==> src/rtl/wesp_pkg.sv <==
// Shared types, constants and helpers of the export section parser.
`default_nettype none
package wesp_pkg;

	localparam int MAX_EXPORTS = 16;
	localparam int NAME_KEEP   = 31;

	localparam logic [31:0] MAGIC     = 32'h6d736100;
	localparam logic [7:0]  EXPORT_ID = 8'd7;

	localparam int HEADER_LEN = 8;
	localparam int MAGIC_LEN  = 4;
	localparam int LEB_MAX    = 5;

	localparam int HDR_W  = $clog2(HEADER_LEN + 1);
	localparam int SLOT_W = $clog2(MAX_EXPORTS + 1);
	localparam int NAME_W = $clog2(NAME_KEEP + 1);

	localparam int SLOT_OUT_W = 4;
	localparam int POS_OUT_W  = 5;
	localparam int LEN_OUT_W  = 5;
	localparam int CNT_OUT_W  = 5;

	typedef enum logic [2:0] {
		PH_SECID,
		PH_SECSIZE,
		PH_COUNT,
		PH_NAMELEN,
		PH_NAME,
		PH_KIND,
		PH_INDEX,
		PH_SKIP
	} phase_t;

	typedef enum logic [2:0] {
		EV_CHAR     = 3'd0,
		EV_DONE     = 3'd1,
		EV_OK       = 3'd2,
		EV_BADMAGIC = 3'd3,
		EV_SHORT    = 3'd4,
		EV_TRUNC    = 3'd5
	} ev_t;

	typedef struct packed {
		logic [HDR_W-1:0]  header_pos;
		logic              magic_ok;
		phase_t            phase;
		logic [7:0]        section_kind;
		logic [31:0]       section_left;
		logic [31:0]       leb_value;
		logic [2:0]        leb_bytes;
		logic [SLOT_W-1:0] exports_wanted;
		logic [SLOT_W-1:0] current_slot;
		logic [31:0]       name_left;
		logic [NAME_W-1:0] name_pos;
		logic [SLOT_W-1:0] recorded_count;
	} st_t;

	localparam st_t ST_RESET = '{
		header_pos:     '0,
		magic_ok:       1'b1,
		phase:          PH_SECID,
		section_kind:   '0,
		section_left:   '0,
		leb_value:      '0,
		leb_bytes:      '0,
		exports_wanted: '0,
		current_slot:   '0,
		name_left:      '0,
		name_pos:       '0,
		recorded_count: '0
	};

	typedef struct packed {
		ev_t                  event_res;
		logic [SLOT_OUT_W-1:0] slot;
		logic [POS_OUT_W-1:0]  char_pos;
		logic [7:0]            name_char;
		logic [31:0]           func_index;
		logic [LEN_OUT_W-1:0]  name_length;
		logic [CNT_OUT_W-1:0]  exports_recorded;
		logic                  last_of_run;
	} res_t;

	function automatic logic [7:0] magic_byte(input logic [1:0] pos);
		return MAGIC[8*pos +: 8];
	endfunction

endpackage
`default_nettype wire

==> src/rtl/wesp_step.sv <==
// Next-state and result logic of the parser for one module byte.
`default_nettype none
module wesp_step (
	input  wire wesp_pkg::st_t st,
	input  wire logic [7:0]    data_byte,
	input  wire logic          last_byte,
	output wesp_pkg::st_t      nxt,
	output wesp_pkg::res_t     prim,
	output logic               prim_vld,
	output wesp_pkg::res_t     stat
);

	logic [31:0] leb_acc;
	logic [2:0]  leb_cnt;
	logic        leb_done;

	// Accumulate seven bits per byte; bits past 32 and bytes past the fifth drop out.
	always_comb begin
		leb_acc = st.leb_value;
		unique case (st.leb_bytes)
			3'd0:    leb_acc = st.leb_value | {25'd0, data_byte[6:0]};
			3'd1:    leb_acc = st.leb_value | {18'd0, data_byte[6:0], 7'd0};
			3'd2:    leb_acc = st.leb_value | {11'd0, data_byte[6:0], 14'd0};
			3'd3:    leb_acc = st.leb_value | {4'd0, data_byte[6:0], 21'd0};
			3'd4:    leb_acc = st.leb_value | {data_byte[3:0], 28'd0};
			default: leb_acc = st.leb_value;
		endcase
		leb_cnt  = (st.leb_bytes < 3'(wesp_pkg::LEB_MAX)) ? st.leb_bytes + 3'd1 : st.leb_bytes;
		leb_done = !data_byte[7];
	end

	always_comb begin
		nxt      = st;
		prim     = '0;
		prim_vld = 1'b0;
		stat     = '0;

		if (st.header_pos != wesp_pkg::HDR_W'(wesp_pkg::HEADER_LEN)) begin
			if (st.header_pos < wesp_pkg::HDR_W'(wesp_pkg::MAGIC_LEN) &&
			    data_byte != wesp_pkg::magic_byte(st.header_pos[1:0]))
				nxt.magic_ok = 1'b0;
			nxt.header_pos = st.header_pos + 1'b1;
			if (nxt.header_pos == wesp_pkg::HDR_W'(wesp_pkg::HEADER_LEN))
				nxt.phase = wesp_pkg::PH_SECID;
		end else if (st.magic_ok) begin
			if (st.phase == wesp_pkg::PH_SECID) begin
				nxt.section_kind = data_byte;
				nxt.phase        = wesp_pkg::PH_SECSIZE;
				nxt.leb_value    = '0;
				nxt.leb_bytes    = '0;
			end else if (st.phase == wesp_pkg::PH_SECSIZE) begin
				nxt.leb_value = leb_acc;
				nxt.leb_bytes = leb_cnt;
				if (leb_done) begin
					nxt.leb_value    = '0;
					nxt.leb_bytes    = '0;
					nxt.section_left = leb_acc;
					if (leb_acc == 32'd0) begin
						nxt.phase = wesp_pkg::PH_SECID;
					end else if (st.section_kind == wesp_pkg::EXPORT_ID) begin
						nxt.phase          = wesp_pkg::PH_COUNT;
						nxt.current_slot   = '0;
						nxt.recorded_count = '0;
					end else begin
						nxt.phase = wesp_pkg::PH_SKIP;
					end
				end
			end else begin
				unique case (st.phase)
					wesp_pkg::PH_COUNT: begin
						nxt.leb_value = leb_acc;
						nxt.leb_bytes = leb_cnt;
						if (leb_done) begin
							nxt.leb_value = '0;
							nxt.leb_bytes = '0;
							nxt.exports_wanted =
								(leb_acc < 32'(wesp_pkg::MAX_EXPORTS)) ?
								leb_acc[wesp_pkg::SLOT_W-1:0] :
								wesp_pkg::SLOT_W'(wesp_pkg::MAX_EXPORTS);
							nxt.phase = (nxt.exports_wanted != '0) ?
								wesp_pkg::PH_NAMELEN : wesp_pkg::PH_SKIP;
						end
					end
					wesp_pkg::PH_NAMELEN: begin
						nxt.leb_value = leb_acc;
						nxt.leb_bytes = leb_cnt;
						if (leb_done) begin
							nxt.leb_value = '0;
							nxt.leb_bytes = '0;
							nxt.name_left = leb_acc;
							nxt.name_pos  = '0;
							nxt.phase     = (leb_acc != 32'd0) ?
								wesp_pkg::PH_NAME : wesp_pkg::PH_KIND;
						end
					end
					wesp_pkg::PH_NAME: begin
						if (st.name_pos < wesp_pkg::NAME_W'(wesp_pkg::NAME_KEEP)) begin
							prim_vld       = 1'b1;
							prim.event_res = wesp_pkg::EV_CHAR;
							prim.slot      = st.current_slot[wesp_pkg::SLOT_OUT_W-1:0];
							prim.char_pos  = wesp_pkg::POS_OUT_W'(st.name_pos);
							prim.name_char = data_byte;
							nxt.name_pos   = st.name_pos + 1'b1;
						end
						nxt.name_left = st.name_left - 32'd1;
						if (st.name_left == 32'd1)
							nxt.phase = wesp_pkg::PH_KIND;
					end
					wesp_pkg::PH_KIND: begin
						nxt.phase = wesp_pkg::PH_INDEX;
					end
					wesp_pkg::PH_INDEX: begin
						nxt.leb_value = leb_acc;
						nxt.leb_bytes = leb_cnt;
						if (leb_done) begin
							nxt.leb_value    = '0;
							nxt.leb_bytes    = '0;
							prim_vld         = 1'b1;
							prim.event_res   = wesp_pkg::EV_DONE;
							prim.slot        = st.current_slot[wesp_pkg::SLOT_OUT_W-1:0];
							prim.func_index  = leb_acc;
							prim.name_length = wesp_pkg::LEN_OUT_W'(st.name_pos);
							if (st.recorded_count < wesp_pkg::SLOT_W'(wesp_pkg::MAX_EXPORTS))
								nxt.recorded_count = st.recorded_count + 1'b1;
							nxt.current_slot = st.current_slot + 1'b1;
							nxt.phase = (nxt.current_slot >= st.exports_wanted) ?
								wesp_pkg::PH_SKIP : wesp_pkg::PH_NAMELEN;
						end
					end
					default: ;
				endcase
				// Every body byte counts against the section; leave at its end.
				nxt.section_left = st.section_left - 32'd1;
				if (st.section_left == 32'd1) begin
					nxt.phase     = wesp_pkg::PH_SECID;
					nxt.leb_value = '0;
					nxt.leb_bytes = '0;
				end
			end
		end

		prim.last_of_run = !last_byte;

		priority if (nxt.header_pos != wesp_pkg::HDR_W'(wesp_pkg::HEADER_LEN))
			stat.event_res = wesp_pkg::EV_SHORT;
		else if (!nxt.magic_ok)
			stat.event_res = wesp_pkg::EV_BADMAGIC;
		else if (nxt.phase == wesp_pkg::PH_SECID)
			stat.event_res = wesp_pkg::EV_OK;
		else
			stat.event_res = wesp_pkg::EV_TRUNC;
		stat.exports_recorded = wesp_pkg::CNT_OUT_W'(nxt.recorded_count);
		stat.last_of_run      = 1'b1;

		// The final byte closes the module: start afresh.
		if (last_byte)
			nxt = wesp_pkg::ST_RESET;
	end

endmodule
`default_nettype wire

==> src/rtl/wasm_export_section_parser.sv <==
// Top level of the WebAssembly export section parser.
// Takes one module byte per cycle while src_stall is low and walks the header and
// sections in a single pass of logic between the parse state registers and a
// result register. A byte gives at most one name-character or export-done event;
// the byte flagged last_byte also gives a status event (ok, bad magic, too short,
// truncated) and returns the parser to its reset state. A byte's first result
// leaves in the cycle after the byte is taken. A final byte that also carries an
// event gives two results, so src_stall is raised while the second result waits
// in the spill register behind the output register, and while res_stall holds
// a waiting result. The result port holds its transaction while res_stall is high.
`default_nettype none
module wasm_export_section_parser (
	input  wire logic        clk,
	input  wire logic        arst_n,
	input  wire logic        src_valid,
	output logic             src_stall,
	input  wire logic [7:0]  data_byte,
	input  wire logic        last_byte,
	output logic             res_valid,
	input  wire logic        res_stall,
	output logic [2:0]       event_res,
	output logic [3:0]       slot,
	output logic [4:0]       char_pos,
	output logic [7:0]       name_char,
	output logic [31:0]      func_index,
	output logic [4:0]       name_length,
	output logic [4:0]       exports_recorded,
	output logic             last_of_run
);

	wesp_pkg::st_t  st_q;
	wesp_pkg::st_t  st_nxt;
	wesp_pkg::res_t prim;
	wesp_pkg::res_t stat;
	logic           prim_vld;

	wesp_pkg::res_t out_q;
	wesp_pkg::res_t ext_q;
	logic           out_vld_q;
	logic           ext_vld_q;
	logic           accept;
	logic           out_free;

	wesp_step u_step (
		.st        (st_q),
		.data_byte (data_byte),
		.last_byte (last_byte),
		.nxt       (st_nxt),
		.prim      (prim),
		.prim_vld  (prim_vld),
		.stat      (stat)
	);

	assign src_stall = out_vld_q && (res_stall || ext_vld_q);
	assign accept    = src_valid && !src_stall;
	assign out_free  = !out_vld_q || !res_stall;

	always_ff @(posedge clk or negedge arst_n) begin
		if (!arst_n) begin
			st_q <= wesp_pkg::ST_RESET;
		end else if (accept) begin
			st_q <= st_nxt;
		end
	end

	always_ff @(posedge clk or negedge arst_n) begin
		if (!arst_n) begin
			out_vld_q <= 1'b0;
			ext_vld_q <= 1'b0;
		end else if (out_free) begin
			if (ext_vld_q) begin
				out_vld_q <= 1'b1;
				ext_vld_q <= 1'b0;
			end else if (accept) begin
				out_vld_q <= prim_vld || last_byte;
				ext_vld_q <= prim_vld && last_byte;
			end else begin
				out_vld_q <= 1'b0;
			end
		end
	end

	// Event first, status behind it in the spill register.
	always_ff @(posedge clk) begin
		if (out_free) begin
			if (ext_vld_q)
				out_q <= ext_q;
			else if (accept)
				out_q <= prim_vld ? prim : stat;
			if (accept)
				ext_q <= stat;
		end
	end

	assign res_valid        = out_vld_q;
	assign event_res        = out_q.event_res;
	assign slot             = out_q.slot;
	assign char_pos         = out_q.char_pos;
	assign name_char        = out_q.name_char;
	assign func_index       = out_q.func_index;
	assign name_length      = out_q.name_length;
	assign exports_recorded = out_q.exports_recorded;
	assign last_of_run      = out_q.last_of_run;

endmodule
`default_nettype wire
==> config.mk <==
export PLATFORM = sky130hd
export DESIGN_NAME = wasm_export_section_parser
export DESIGN_NICKNAME = d
export VERILOG_FILES = /design/src/rtl/wesp_pkg.sv /design/src/rtl/wesp_step.sv /design/src/rtl/wasm_export_section_parser.sv
export SDC_FILE = /design/constraint.sdc
export NUM_CORES = 1
export LEC_CHECK = 0
export BUFFER_PORTS_ARGS = -buffer_cell sky130_fd_sc_hd__buf_4
export CAP_MARGIN = 10
export CORE_UTILIZATION = 45
export CTS_CLUSTER_SIZE = 16
export DETAILED_ROUTE_END_ITERATION = 8
export SYNTH_ARGS = -nofsm -noshare
export SYNTH_HDL_FRONTEND = slang
export SYNTH_HIERARCHICAL = 1
export SYNTH_SLANG_ARGS = --single-unit
==> constraint.sdc <==
create_clock -name clk -period 11.1 [get_ports clk]
set_input_delay 0.555 -clock clk [delete_from_list [all_inputs] [get_ports clk]]
set_output_delay 0.555 -clock clk [all_outputs]
set_load 0.05 [all_outputs]
== Word level (Yosys, flattened, before mapping) ==
Cells that the tools add are included.
W data, S select, Z words.

* Bits in registers: 208
* Input port bits: 13
* Word-level logic and storage cells: 184
* Output and inout bits: 65

* Multiplexer cells: 80
* $lt $le $gt $ge: 6
* Shift operators: 1
* Reduce and logical (&&, ||, !) cells: 34
* Bitwise operators: 5
* Equality and inequality tests: 27
* Add/subtract/negate cells: 7

{| class="wikitable"
|+ Operators by type and width
! cell !! number
|-
| $mux W57 || 4
|-
| $mux W63 || 3
|-
| $pmux W32 S5 || 1
|-
| $mux W37 || 4
|-
| $mux W135 || 1
|-
| $mux W67 || 2
|-
| $mux W130 || 1
|-
| $mux W127 || 1
|-
| $mux W35 || 3
|-
| $mux W5 || 19
|-
| $pmux W37 S2 || 1
|-
| $pmux W35 S2 || 1
|-
| $eq A32 B1 Y1 const B || 2
|-
| $sub A32 B1 Y32 const B || 2
|-
| $mux W3 || 18
|-
| $mux W52 || 1
|-
| $mux W40 || 1
|-
| $logic_not A32 Y1 || 1
|-
| $lt A32 B5 Y1 const B || 1
|-
| $mux W32 || 1
|-
| $or A32 B14 Y32 || 1
|-
| $or A32 B21 Y32 || 1
|-
| $or A32 B28 Y32 || 1
|-
| $or A32 B32 Y32 || 1
|-
| 43 further kinds || 88
|}

== Longest topological paths before layout ==
Gate-level depths: netlist of run 1.

* Depth after elaboration: 20
* Depth in mapped cells: 17
* Mapped depth without buffers: 12

== Hierarchy ==
Netlist of run 1, hierarchy kept.

{| class="wikitable"
|+ Modules (own cells, without submodules)
! module !! area each (um2) !! seq. area each (um2) !! times used !! cells an instance
|-
| wasm_export_section_parser || 11506.0 || 7213.2 || 1 || 950
|-
| wesp_step || 6341.1 || 0.0 || 1 || 1139
|}

== Least setup slack after synthesis of run 1 ==
Ideal clock, no wire load.

* Path kind: input to register
* From: in src_valid
* To: reg out_q (netlist bit char_pos[0]), enable pin
* Stages on the path: 5
* Library setup time: 0.504 ns
* Path slack: 6.398 ns
* Data arrival time: 4.198 ns
* Buffers on the path: 3
* Data required time: 10.596 ns
* Cells stage by stage: clkbuf_1 buf_2 buf_2 nor2_1 a21oi_1

* Cells in the longest elaborated chain, start to end: 3

{| class="wikitable"
|+ Ends and longest elaborated chain
! what !! RTL line !! text
|-
| from (decl) || wasm_export_section_parser.sv:15 || <nowiki>input wire logic src_valid,</nowiki>
|-
| $logic_and A1 B1 Y1 || wasm_export_section_parser.sv:55 || <nowiki>assign accept = src_valid && !src_stall;</nowiki>
|-
| $reduce_bool A2 Y1 (no source line) || n/a ||
|-
| $reduce_and A2 Y1 (no source line) || n/a ||
|-
| to (signal assigned) || wasm_export_section_parser.sv:87 || <nowiki>out_q <= ext_q;</nowiki>
|-
| to (signal assigned) || wasm_export_section_parser.sv:89 || <nowiki>out_q <= prim_vld ? prim : stat;</nowiki>
|-
| to (decl) || wasm_export_section_parser.sv:37 || <nowiki>wesp_pkg::res_t out_q;</nowiki>
|}

Every way passes these cells.
A chain may end at the register's enable or synchronous reset.

== Worst setup path after layout of run 1 ==
* From: reg st_q[131] (netlist bit)
* To: reg out_q (netlist bit last_of_run) (data pin)

* Cells in the longest elaborated chain, start to end: 4

{| class="wikitable"
|+ Ends and longest elaborated chain
! what !! RTL line !! text
|-
| from (decl) || wasm_export_section_parser.sv:31 || <nowiki>wesp_pkg::st_t st_q;</nowiki>
|-
| from (signal assigned) || wasm_export_section_parser.sv:60 || <nowiki>st_q <= wesp_pkg::ST_RESET;</nowiki>
|-
| from (signal assigned) || wasm_export_section_parser.sv:62 || <nowiki>st_q <= st_nxt;</nowiki>
|-
| $ne A4 B4 Y1 || wesp_step.sv:38 || <nowiki>if (st.header_pos != wesp_pkg::HDR_W'(wesp_pkg::HEADER_LEN)) begin</nowiki>
|-
| $mux W1 || wesp_step.sv:38 ||
|-
| via prim_vld || wasm_export_section_parser.sv:35 || <nowiki>logic prim_vld;</nowiki>
|-
| $mux W63 || wasm_export_section_parser.sv:89 ||
|-
| $mux W63 || wasm_export_section_parser.sv:88 || <nowiki>else if (accept)</nowiki>
|}

The timed path passes the listed nets, and every way through them passes these cells. The select of a mux whose other input is x is not followed.

==> impl_results.md, run 1 <==
* Initial antenna violation count at 0
* Initial cell density of the core at 0.459
* Hold Fails Final Rpt at 3
* Post-Synthesis Cells at 2089
* Lkg Pwr at 6.88 nW
* # hold bufs at CTS at 0
* Largest net degree at the start of global routing at 92
* Worst r2r path cells at 11
* Post-synth ARST share at 0.521
* Fin Setup TNS at 0 ns
* DR WL met3 at 4.71 mm
* Register area share after synthesis at 0.404
* Via count at 15700
* RSZ-0062 raised after global routing: false
* Slew margin rel. at 0.238
* Clock root cell: clkbuf_16
* Synthesized flop and latch total at 263
* Mapped Area at 17800 µm²
* Worst R2R Start: st_q[131]
* Crit path buf inv count at 3
* Crit. path cell count at 11
* Synth Area per Inst at 8.54 µm²
* Clk_skew at 0.0165 ns
* Layout cells sized above 1 at 0.113
* R2R Path End: last_of_run
* WL final at approximately 56 mm
* Min-Delay Path Class: in2async
* Power Density at about 120 nW/µm²
* Max Cap Violations at 0
* Top cell type's share of synthesized area at 0.212
* Die H at between 200 and 250 µm
* Met2 wire length at ~24 mm
* DR iter-0 viols at 1474
* Peak Freq at 0.226 GHz
* Layout Area Growth over Synthesis at 8.28%
* Post-route ant nets at 0
* Failing checks: negative hold slack
* Gp weighted congestion at 0.923
* Max Buffers Root-to-Sink at 3
* Number of flops mapped to enable cells by yosys at 126
* Fin area at 19300 µm²
* Commonest cells post-synth: nand2_1, nor2_1, o21ai_0, inv_1, dfrtp_1
* WP data required at about 11 ns
* Per-cell routed wire length at 21.7 µm
* Distinct cell type count after synthesis at 79
* Final min period at between 4 and 5 ns
* Ys flop type: dfrtp_1
* Worst setup path category: reg2reg
* Vias per cell at 6.07
* Most common cell in the netlist: nand2_1
* Worst-path cell chain: inv_1, ha_1, and3b_1, and2_1, o21ai_0, nor3_1, buf_4, or2_4, buf_4, mux2i_1, o21ai_0
* CTS buffer count at 31
* Dpl cell area at 18300 µm²
* Hold WS at -0.0107 ns
* Max-slew violation count at 0
* Drt first pass iters at 6
* Vias in the first global route at 14300
* Outcome: finished with violations
* DP HPWL at 35.8 mm
* Critical Path Fanout Max at 54
* Ports at 78
* Startpoint types: register
* Largest vdd supply drop at 0.000123 V
* Final period utilization at 0.399
* GR Overflow Total at 0
* Post-Layout Cell Count at 2594
* Synthesis Warnings at 6
* Fin util at 0.497
* IO Port Bufs at 77
* Synth area leader: edfxtp_1
* Crit-path slowest cell: buf_4
* Clk Latency, worst-skew pair at around 0.60 ns
* CTS tree: built
* Core area at 38900 µm²
* Die area at 40500 µm²
* M1 WL at between 20 and 30 mm
* Synth area leaders: edfxtp_1, dfrtp_1, nand2_1
* Placed insts at 2537
* Clk sink count at 263
* Largest delay share family, worst path: simple AND/OR/NAND/NOR gates
* Global Route Usage Sum at 0.274
* H-tree depth at 1
* R2R Setup Slk at ~6.7 ns
* Reg clk slew, reported paths at roughly 0.060 ns
* Die W at 201 µm
* Final setup fails at 0
* Postcts setup bufs at 0
* First-pass GRT wire length at 87.3 mm
* Row count at 72
* Post-CTS sizing at 0
* Uppermost layer routed: met4
* CP arrival at 4.73 ns
* Post-route DRC at 0
* Worst Setup End Kind: register
* Worst Max-Slew Pin Slew at 1.14 ns
* Filler cell count at 3731
* Slowest cell delay on critical path at between 0.7 and 0.8 ns
* Nets at about 2100
* Ant. Diodes at 0
-- power by group --
part	total (mW)	internal [mW]	switching, mW
sequential	1.07	1.06	0.0121
clock	1.08	0.657	0.424
combinational	0.229	0.0467	0.182
total	2.38	1.76	0.618
-- worst reg2reg max path, stage by stage (launching register included) --
cell and delay [ns]:
dfrtp_1 0.43, inv_1 0.15, ha_1 0.20, and3b_1 0.30, and2_1 0.70, o21ai_0 0.41
nor3_1 0.30, buf_4 0.21, or2_4 0.30, buf_4 0.75, mux2i_1 0.29, o21ai_0 0.10
-- state kept, by name (all words and copies together), names as in the netlist, 3 cells and up --
| register | flops |
|---|---|
| ext_q | 63 |
| event_res | 3 |
| name_length | 5 |
| char_pos | 5 |
| slot | 4 |
| func_index | 32 |
| name_char | 8 |
| st_q | 135 |
| exports_recorded | 5 |
-- cell families after synthesis --
family / synth area share
fa+ha+maj: 0.0154
compound gates: 0.246
mux: 0.0378
buf+inv: 0.107
xor+xnor: 0.00491
simple gates: 0.185
flops: 0.404
other cells: 0.000421
-- layer usage --
metal,vias to the layer above,GRT usage
li1,7338,-
met1,7606,0.397
met2,677,0.407
met3,113,0.0509
met4,0,0.0927
met5,-,0
-- how the worst max path moves through the flow --
stage	start	to	slack, ns
after floorplan	src_valid	char_pos[0]	6.40
after global placement	st_q[131]	last_of_run	6.79
after detailed placement	st_q[131]	last_of_run	6.70
after CTS	st_q[131]	last_of_run	6.67
after global routing	st_q[131]	slot[1]	6.32
final	st_q[131]	last_of_run	6.67
-- stage by stage --
step,power (mW),setup WS [ns]
6_report,2.38,6.67
5_1_grt,2.46,6.32
4_1_cts,2.40,6.67
3_5_place_dp,1.32,6.70
3_3_place_gp,1.32,6.79
2_1_floorplan,1.26,6.40
-- cell type report --
type | count | area (µm²) | area share
clock inverter | 19 | 253 | 0.0131
clock buffer | 38 | 812 | 0.0420
sequential | 263 | 7220 | 0.373
multi-input combinational | 1491 | 9010 | 0.466
tap | 518 | 648 | 0.0335
inverter | 161 | 604 | 0.0313
timing repair buffer | 104 | 785 | 0.0406
-- cell usage in the layout, fill, tap and decap left out, drive strengths merged, types with 5 or more instances in the layout --
cell type / netlist / routed
nor4: 27 / 27
clkinv: 1 / 12
dfrtp: 136 / 136
nor2: 205 / 205
clkbuf: 112 / 38
inv: 160 / 161
nor2b: 8 / 8
or2: 6 / 6
buf: 122 / 104
a21o: 11 / 11
ha: 22 / 22
nor3: 49 / 49
a31oi: 10 / 10
edfxtp: 126 / 126
a32oi: 11 / 11
nand3: 35 / 35
a22oi: 59 / 59
and2: 27 / 27
bufinv: 0 / 6
nand4: 14 / 14
xnor2: 6 / 6
conb: 2 / 62
a21oi: 128 / 128
o21ai: 165 / 165
o32ai: 144 / 144
a211oi: 8 / 8
nand2: 304 / 304
or3: 12 / 12
mux2i: 64 / 64
and3: 13 / 13
or4: 6 / 6
o22ai: 20 / 20
o21a: 5 / 5
No activity file was read; power rests on OpenSTA's default activity.
==> run 2: changes to the inputs <==
==> constraint.sdc (replaced) <==
create_clock -name clk -period 4.1 [get_ports clk]
set_input_delay 0.205 -clock clk [delete_from_list [all_inputs] [get_ports clk]]
set_output_delay 0.205 -clock clk [all_outputs]
set_load 0.05 [all_outputs]
==> impl_results.md, run 2 (synthesis results as in run 1) <==
* Outcome: finished, final reports clean
* Switch share at 0.267 (+0.00727)
* Commonest non-fill, non-tap cell in the layout: nand2_1
* GR Overflow Total at 0 (unchanged)
* Post-route DRC at 0 (unchanged)
* Core area at 38900 µm² (unchanged)
* RSZ-0062 raised after global routing: false
* Pre-CTS WS at 0.317 ns (-6.39 ns)
* Final min period at 3.71 ns (-0.723 ns)
* IO Port Bufs at 77 (unchanged)
* Largest register FFs at 135 (unchanged)
* Via count at 15900 (+0.89%)
* Clk Latency, worst-skew pair at 0.58 ns (-0.02 ns)
* Filler cell count at 3751 (+0.54%)
* Die H at 201 µm (unchanged)
* Power Density at 322 nW/µm² (+160%)
* Worst Max-Slew Pin Slew at 1.13 ns (-0.0155 ns)
* CP arrival at 4.13 ns (-0.60 ns)
* Largest vdd supply drop at 0.000289 V (+140%)
* Max Buffers Root-to-Sink at 3 (unchanged)
* Fin Setup TNS at 0 ns (unchanged)
* Layout cells sized above 1 at 0.129 (+0.0155)
* Initial cell density of the core at 0.459 (unchanged)
* Vias per cell at 6.03 (-0.57%)
* WP data required at 4.52 ns (-6.88 ns)
* Nets at 2123 (+1.7%)
* Worst-path cell chain: inv_1, ha_1, nor2b_1, o211a_1, nor4_1, nor4bb_2, nand4_1, buf_4, a31oi_1, nand4_1, a21boi_0, mux2i_1, o21ai_0
* Clock network power share at 0.441 (-0.013)
* Clk_skew at 0.0141 ns (-0.00238 ns)
* Initial antenna violation count at 3 (+3)
* DR iter-0 viols at 1489 (+1.0%)
* Per-cell routed wire length at 21.6 µm (-0.11%)
* Clock root cell: clkbuf_16
* Lkg Pwr at 7.05 nW (+2.5%)
* WL final at 57.0 mm (+1.4%)
* Peak Freq at 0.270 GHz (+20%)
* Worst setup path category: reg2reg
* Post-route ant nets at 0 (unchanged)
* Reg clk slew, reported paths at 0.06 ns (about the same)
* Gp weighted congestion at 0.963 (+4.3%)
* H-tree depth at 1 (unchanged)
* Most used cell, CP: nand4_1
* Die W at 201 µm (unchanged)
* Ports at 78 (unchanged)
* CTS buffer count at 31 (unchanged)
* Min-Delay Path Class: in2reg
* Critical Path Fanout Max at 9 (-83%)
* Commonest non-fill, non-tap cells in the layout: nand2_1, nor2_1, o21ai_0, inv_1, dfrtp_1
* Vias in the first global route at 14800 (+3.5%)
* Placed insts at 2571 (+1.3%)
* Post-Layout Cell Count at 2632 (+1.5%)
* Row count at 72 (unchanged)
* Max Cap Violations at 0 (unchanged)
* Reg power frac at 0.458 (+0.008)
* Layout Area Growth over Synthesis at 10.2%
* Slew margin rel. at 0.249 (+0.0103)
* CTS tree: built
* Total design power at 6.34 mW (+170%)
* Startpoint types: register
* Final setup margin at 0.393 ns (-6.28 ns)
* DP HPWL at 36.9 mm (+3.1%)
* Drt first pass iters at 6 (unchanged)
* Hold WS at 0.132 ns (+0.143 ns)
* Final setup fails at 0 (unchanged)
* Die area at 40500 µm² (unchanged)
* Crit-path slowest cell: nor4bb_2
* Hold Fails Final Rpt at 0 (-3)
* Reg with most FFs: st_q
* First-pass GRT wire length at 88.7 mm (+1.6%)
* Max-slew violation count at 0 (unchanged)
* Clk sink count at 263 (unchanged)
* Slowest cell delay on critical path at 0.59 ns (-0.16 ns)
* Worst Setup End Kind: register
* Postcts setup bufs at 0 (unchanged)
* Part of the power in combinational logic at 0.101 (+0.005)
* Internal at 4.65 mW (+160%)
* P_sw at 1.69 mW (+170%)
* Largest net degree at the start of global routing at 137 (+49%)
* Final period utilization at 0.904 (+0.505)
* Global Route Usage Sum at 0.278 (+0.00413)
==> run 2: changes by cell type in the layout (fill, tap and decap cells not counted), moves of 2 or more <==
cell,previous run,this run
dlygate4sd3_1,0,2
buf_4,103,128
clkinvlp_4,1,3
clkinv_2,3,6
bufinv_16,6,4
buf_12,0,9
inv_6,0,2
clkinv_1,9,7
==> run 2: per-stage QoR <==
stage	instance area, µm²	utilization
3_5_place_dp	18600	0.479
4_1_cts	19700	0.505
5_1_grt	19700	0.505
3_3_place_gp	18600	0.479
2_1_floorplan	18100	-
6_report	19700	0.505
==> run 2: final timing paths <==
path                               from           end  cells past startpoint  slack, ns
setup / recovery               st_q[52]  event_res[1]                     13       0.39
hold / removal             data_byte[4]     st_q[123]                      5       0.13
setup reg to reg               st_q[52]  event_res[1]                     13       0.39
hold reg to reg               ext_q[46]  name_char[3]                      2       0.52
max in group asynchronous        arst_n     st_q[126]                      3       2.79
min in group asynchronous        arst_n       st_q[8]                      2       0.24
==> run 2: repair_timing <==
action	4_1_cts	5_1_grt
gates resized for setup	0	1
endpoints found under the setup margin	0	2
hold endpoints to repair	69	0
hold buffers	2	0
==> run 2: cell type report <==
| type | count | area (µm²) | area share |
|---|---|---|---|
| multi-input cells | 1491 | 9010 | 0.458 |
| flip-flops and latches | 263 | 7220 | 0.367 |
| repair buffers | 140 | 1170 | 0.0596 |
| clock buffers | 37 | 798 | 0.0406 |
| well taps | 518 | 648 | 0.0330 |
| inverters | 161 | 604 | 0.0307 |
| clock inverters | 21 | 213 | 0.0108 |
| diodes | 1 | 2.50 | 0.000127 |
==> run 2: worst max-delay path: cells and delay by family (launching register included) <==
kind,cells,cell delay [ns]
AND/OR/NAND/NOR,5,1.47
AO/OA/AOI/OAI,4,0.93
flip-flops,1,0.44
buffers and inverters,2,0.31
adder cells (fa/ha/maj),1,0.27
multiplexers,1,0.11
==> run 2: metal layers <==
layer,global-route usage,vias to the layer above,routed length (µm)
li1,-,7413,-
met1,0.384,7614,24600
met2,0.412,706,24600
met3,0.0632,139,5120
met4,0.128,2,2690
met5,0,-,8
==> run 2: power by group through the flow <==
stage	Combinational (mW)	Sequential, mW	Clock, mW
after floorplan	0.323	3.08	0
after global placement	0.635	2.95	0
after detailed placement	0.635	2.96	0
after CTS	0.637	2.90	2.84
after global routing	0.679	2.91	2.93
final	0.641	2.90	2.79
==> run 3: changes to the inputs <==
==> constraint.sdc (replaced) <==
create_clock -name clk -period 3.1 [get_ports clk]
set_input_delay 0.155 -clock clk [delete_from_list [all_inputs] [get_ports clk]]
set_output_delay 0.155 -clock clk [all_outputs]
set_load 0.05 [all_outputs]
==> impl_results.md, run 3 (synthesis results as in run 1) <==
* Outcome: finished with violations
* Failing checks: negative setup slack
* Peak Freq at 0.315 GHz (+17%)
* Vias in the first global route at 15200 (+3.3%)
* Gp weighted congestion at 0.984 (+2.2%)
* Hold Crit Depth at 3 (-2)
* Reg with most FFs: st_q
* Largest register FFs at 135 (unchanged)
* Startpoint types: register
* Worst Max-Slew Pin Slew at 1.06 ns (-0.0626 ns)
* Largest vdd supply drop at 0.000382 V (+32%)
* Clk_skew at 0.0159 ns (+0.00178 ns)
* Register Area at 7220 µm² (about the same)
* Min-Delay Path Class: in2reg
* CTS buffer count at 34 (+9.7%)
* Clk sink count at 263 (unchanged)
* Dpl cell area at 19500 µm² (+4.6%)
* Clk Latency, worst-skew pair at 0.56 ns (-0.02 ns)
* H-tree depth at 2 (+1)
* WL final at 58.4 mm (+2.4%)
* Commonest non-fill, non-tap cells in the layout: nand2_1, buf_4, nor2_1, o21ai_0, inv_1
* Final period utilization at 1.02 (+0.120)
* Multi-input gate area at 9230 µm² (+2.4%)
* Core area at 38900 µm² (unchanged)
* Final setup fails at 5 (+5)
* Commonest non-fill, non-tap cell in the layout: nand2_1
* Final min period at 3.18 ns (-0.531 ns)
* R2R Setup Slk at -0.08 ns (-0.47 ns)
* Global Route Usage Sum at 0.285 (+0.00782)
* WP data required at 3.38 ns (-1.14 ns)
* Max Cap Violations at 0 (unchanged)
* Reg clk slew, reported paths at 0.06 ns (about the same)
* Die H at 201 µm (unchanged)
* CTS tree: built
* Per-cell routed wire length at 21.3 µm (-1.7%)
* Post-route ant nets at 0 (unchanged)
* Initial antenna violation count at 2 (-1)
* Worst r2r path cells at 15 (+2)
* Layout cells sized above 1 at 0.190 (+0.0611)
* Row count at 72 (unchanged)
* IO Port Bufs at 77 (unchanged)
* CP arrival at 3.45 ns (-0.68 ns)
* Ports at 78 (unchanged)
* Critical Path Fanout Max at 4 (-5)
* Max Buffers Root-to-Sink at 3 (unchanged)
* Fin Setup TNS at -0.217 ns (-0.217 ns)
* Slowest cell delay on critical path at 0.47 ns (-0.12 ns)
* Worst setup path category: reg2reg
* Filler cell count at 3610 (-3.8%)
* DR iter-0 viols at 1529 (+2.7%)
* Drt first pass iters at 8 (+2)
* RSZ-0062 raised after global routing: true
* Post-route DRC at 0 (unchanged)
* Layout Area Growth over Synthesis at 17.6%
* GR Overflow Total at 0 (unchanged)
* Max-slew violation count at 0 (unchanged)
* Worst Setup End Kind: register
* Power Density at 430 nW/µm² (+33%)
* Die W at 201 µm (unchanged)
* Largest net degree at the start of global routing at 137 (unchanged)
* Final setup margin at -0.0760 ns (-0.469 ns)
* First-pass GRT wire length at 90.8 mm (+2.3%)
* Die area at 40500 µm² (unchanged)
* Hold Fails Final Rpt at 0 (unchanged)
* Slew margin rel. at 0.283 (+0.0343)
* Nets at 2233 (+5.2%)
* DP HPWL at 38.5 mm (+4.2%)
* Crit-path slowest cell: dfrtp_2
* Initial cell density of the core at 0.459 (unchanged)
* Lkg Pwr at 7.74 nW (+9.7%)
* Vias per cell at 6.01 (-0.42%)
* Fin area at 21000 µm² (+6.7%)
* Via count at 16500 (+3.7%)
* Clock root cell: clkbuf_16
* Worst-path cell chain: ha_4, ha_4, buf_6, nand2_2, and4_1, o2111ai_2, nor4bb_2, buf_4, nand4_1, buf_6, a31oi_4, nand4_1, o21a_1, mux2i_1, o21ai_1
* Pre-CTS WS at -0.325 ns (-0.642 ns)
* Fin util at 0.539 (+0.0339)
## run 3: timing repair
| action | in CTS | in global routing |
|---|---|---|
| resized for setup | 22 | 31 |
| pin swaps | 10 | 11 |
| hold endpoints to repair | 74 | 0 |
| endpoints found under the setup margin | 26 | 50 |
| setup buffers | 4 | 2 |
| hold buffers | 2 | 0 |
## run 3: area by class of cell
type	instances	share of cell area
Multi-Input combinational cell	1491	0.440
Sequential cell	263	0.344
Timing Repair Buffer	247	0.0990
Clock buffer	49	0.0476
Tap cell	518	0.0309
Inverter	161	0.0289
Clock inverter	12	0.00978
Antenna cell	1	0.000119
## run 3: layer usage
layer  up-vias  share of wire  global-route usage  wire length [µm]
met5         -        0.00041                   0                24
met4         4          0.040               0.111              2310
met1      8017           0.44               0.401             25500
met2       680           0.44               0.426             25800
met3       129          0.081              0.0633              4750
li1       7638              -                   -                 -
## run 3: critical path: cells and delay by family (launching register included)
kind	cells	cell delay (ns)
compound gates	4	0.58
fa+ha+maj	2	0.36
buf+inv	3	0.45
mux	1	0.13
simple gates	5	0.91
flops	1	0.47
## run 3: final timing paths
check | from | endpoint
max | st_q[53] | event_res[0]
min in group asynchronous | arst_n | st_q[44]
min reg2reg | ext_q[55] | char_pos[4]
min | src_valid | st_q[130]
max in group asynchronous | arst_n | st_q[106]
max reg2reg | st_q[53] | event_res[0]
## run 3: per-stage QoR
stage               power [mW]  hold WS (ns)  instances
floorplan                 4.51        -0.141       2149
global placement          4.78         0.271       2672
detailed placement        4.79         0.271       2672
CTS                       9.09        0.0265       2739
global route              9.30        0.0676       2741
finish                    9.02        0.0510       2742
## run 3: power breakdown
part	switching, mW	internal [mW]	total (mW)	leakage [nW]
Clock	1.62	2.67	4.28	0.588
Sequential	0.0365	3.80	3.83	3.12
Combinational	0.687	0.217	0.904	4.04
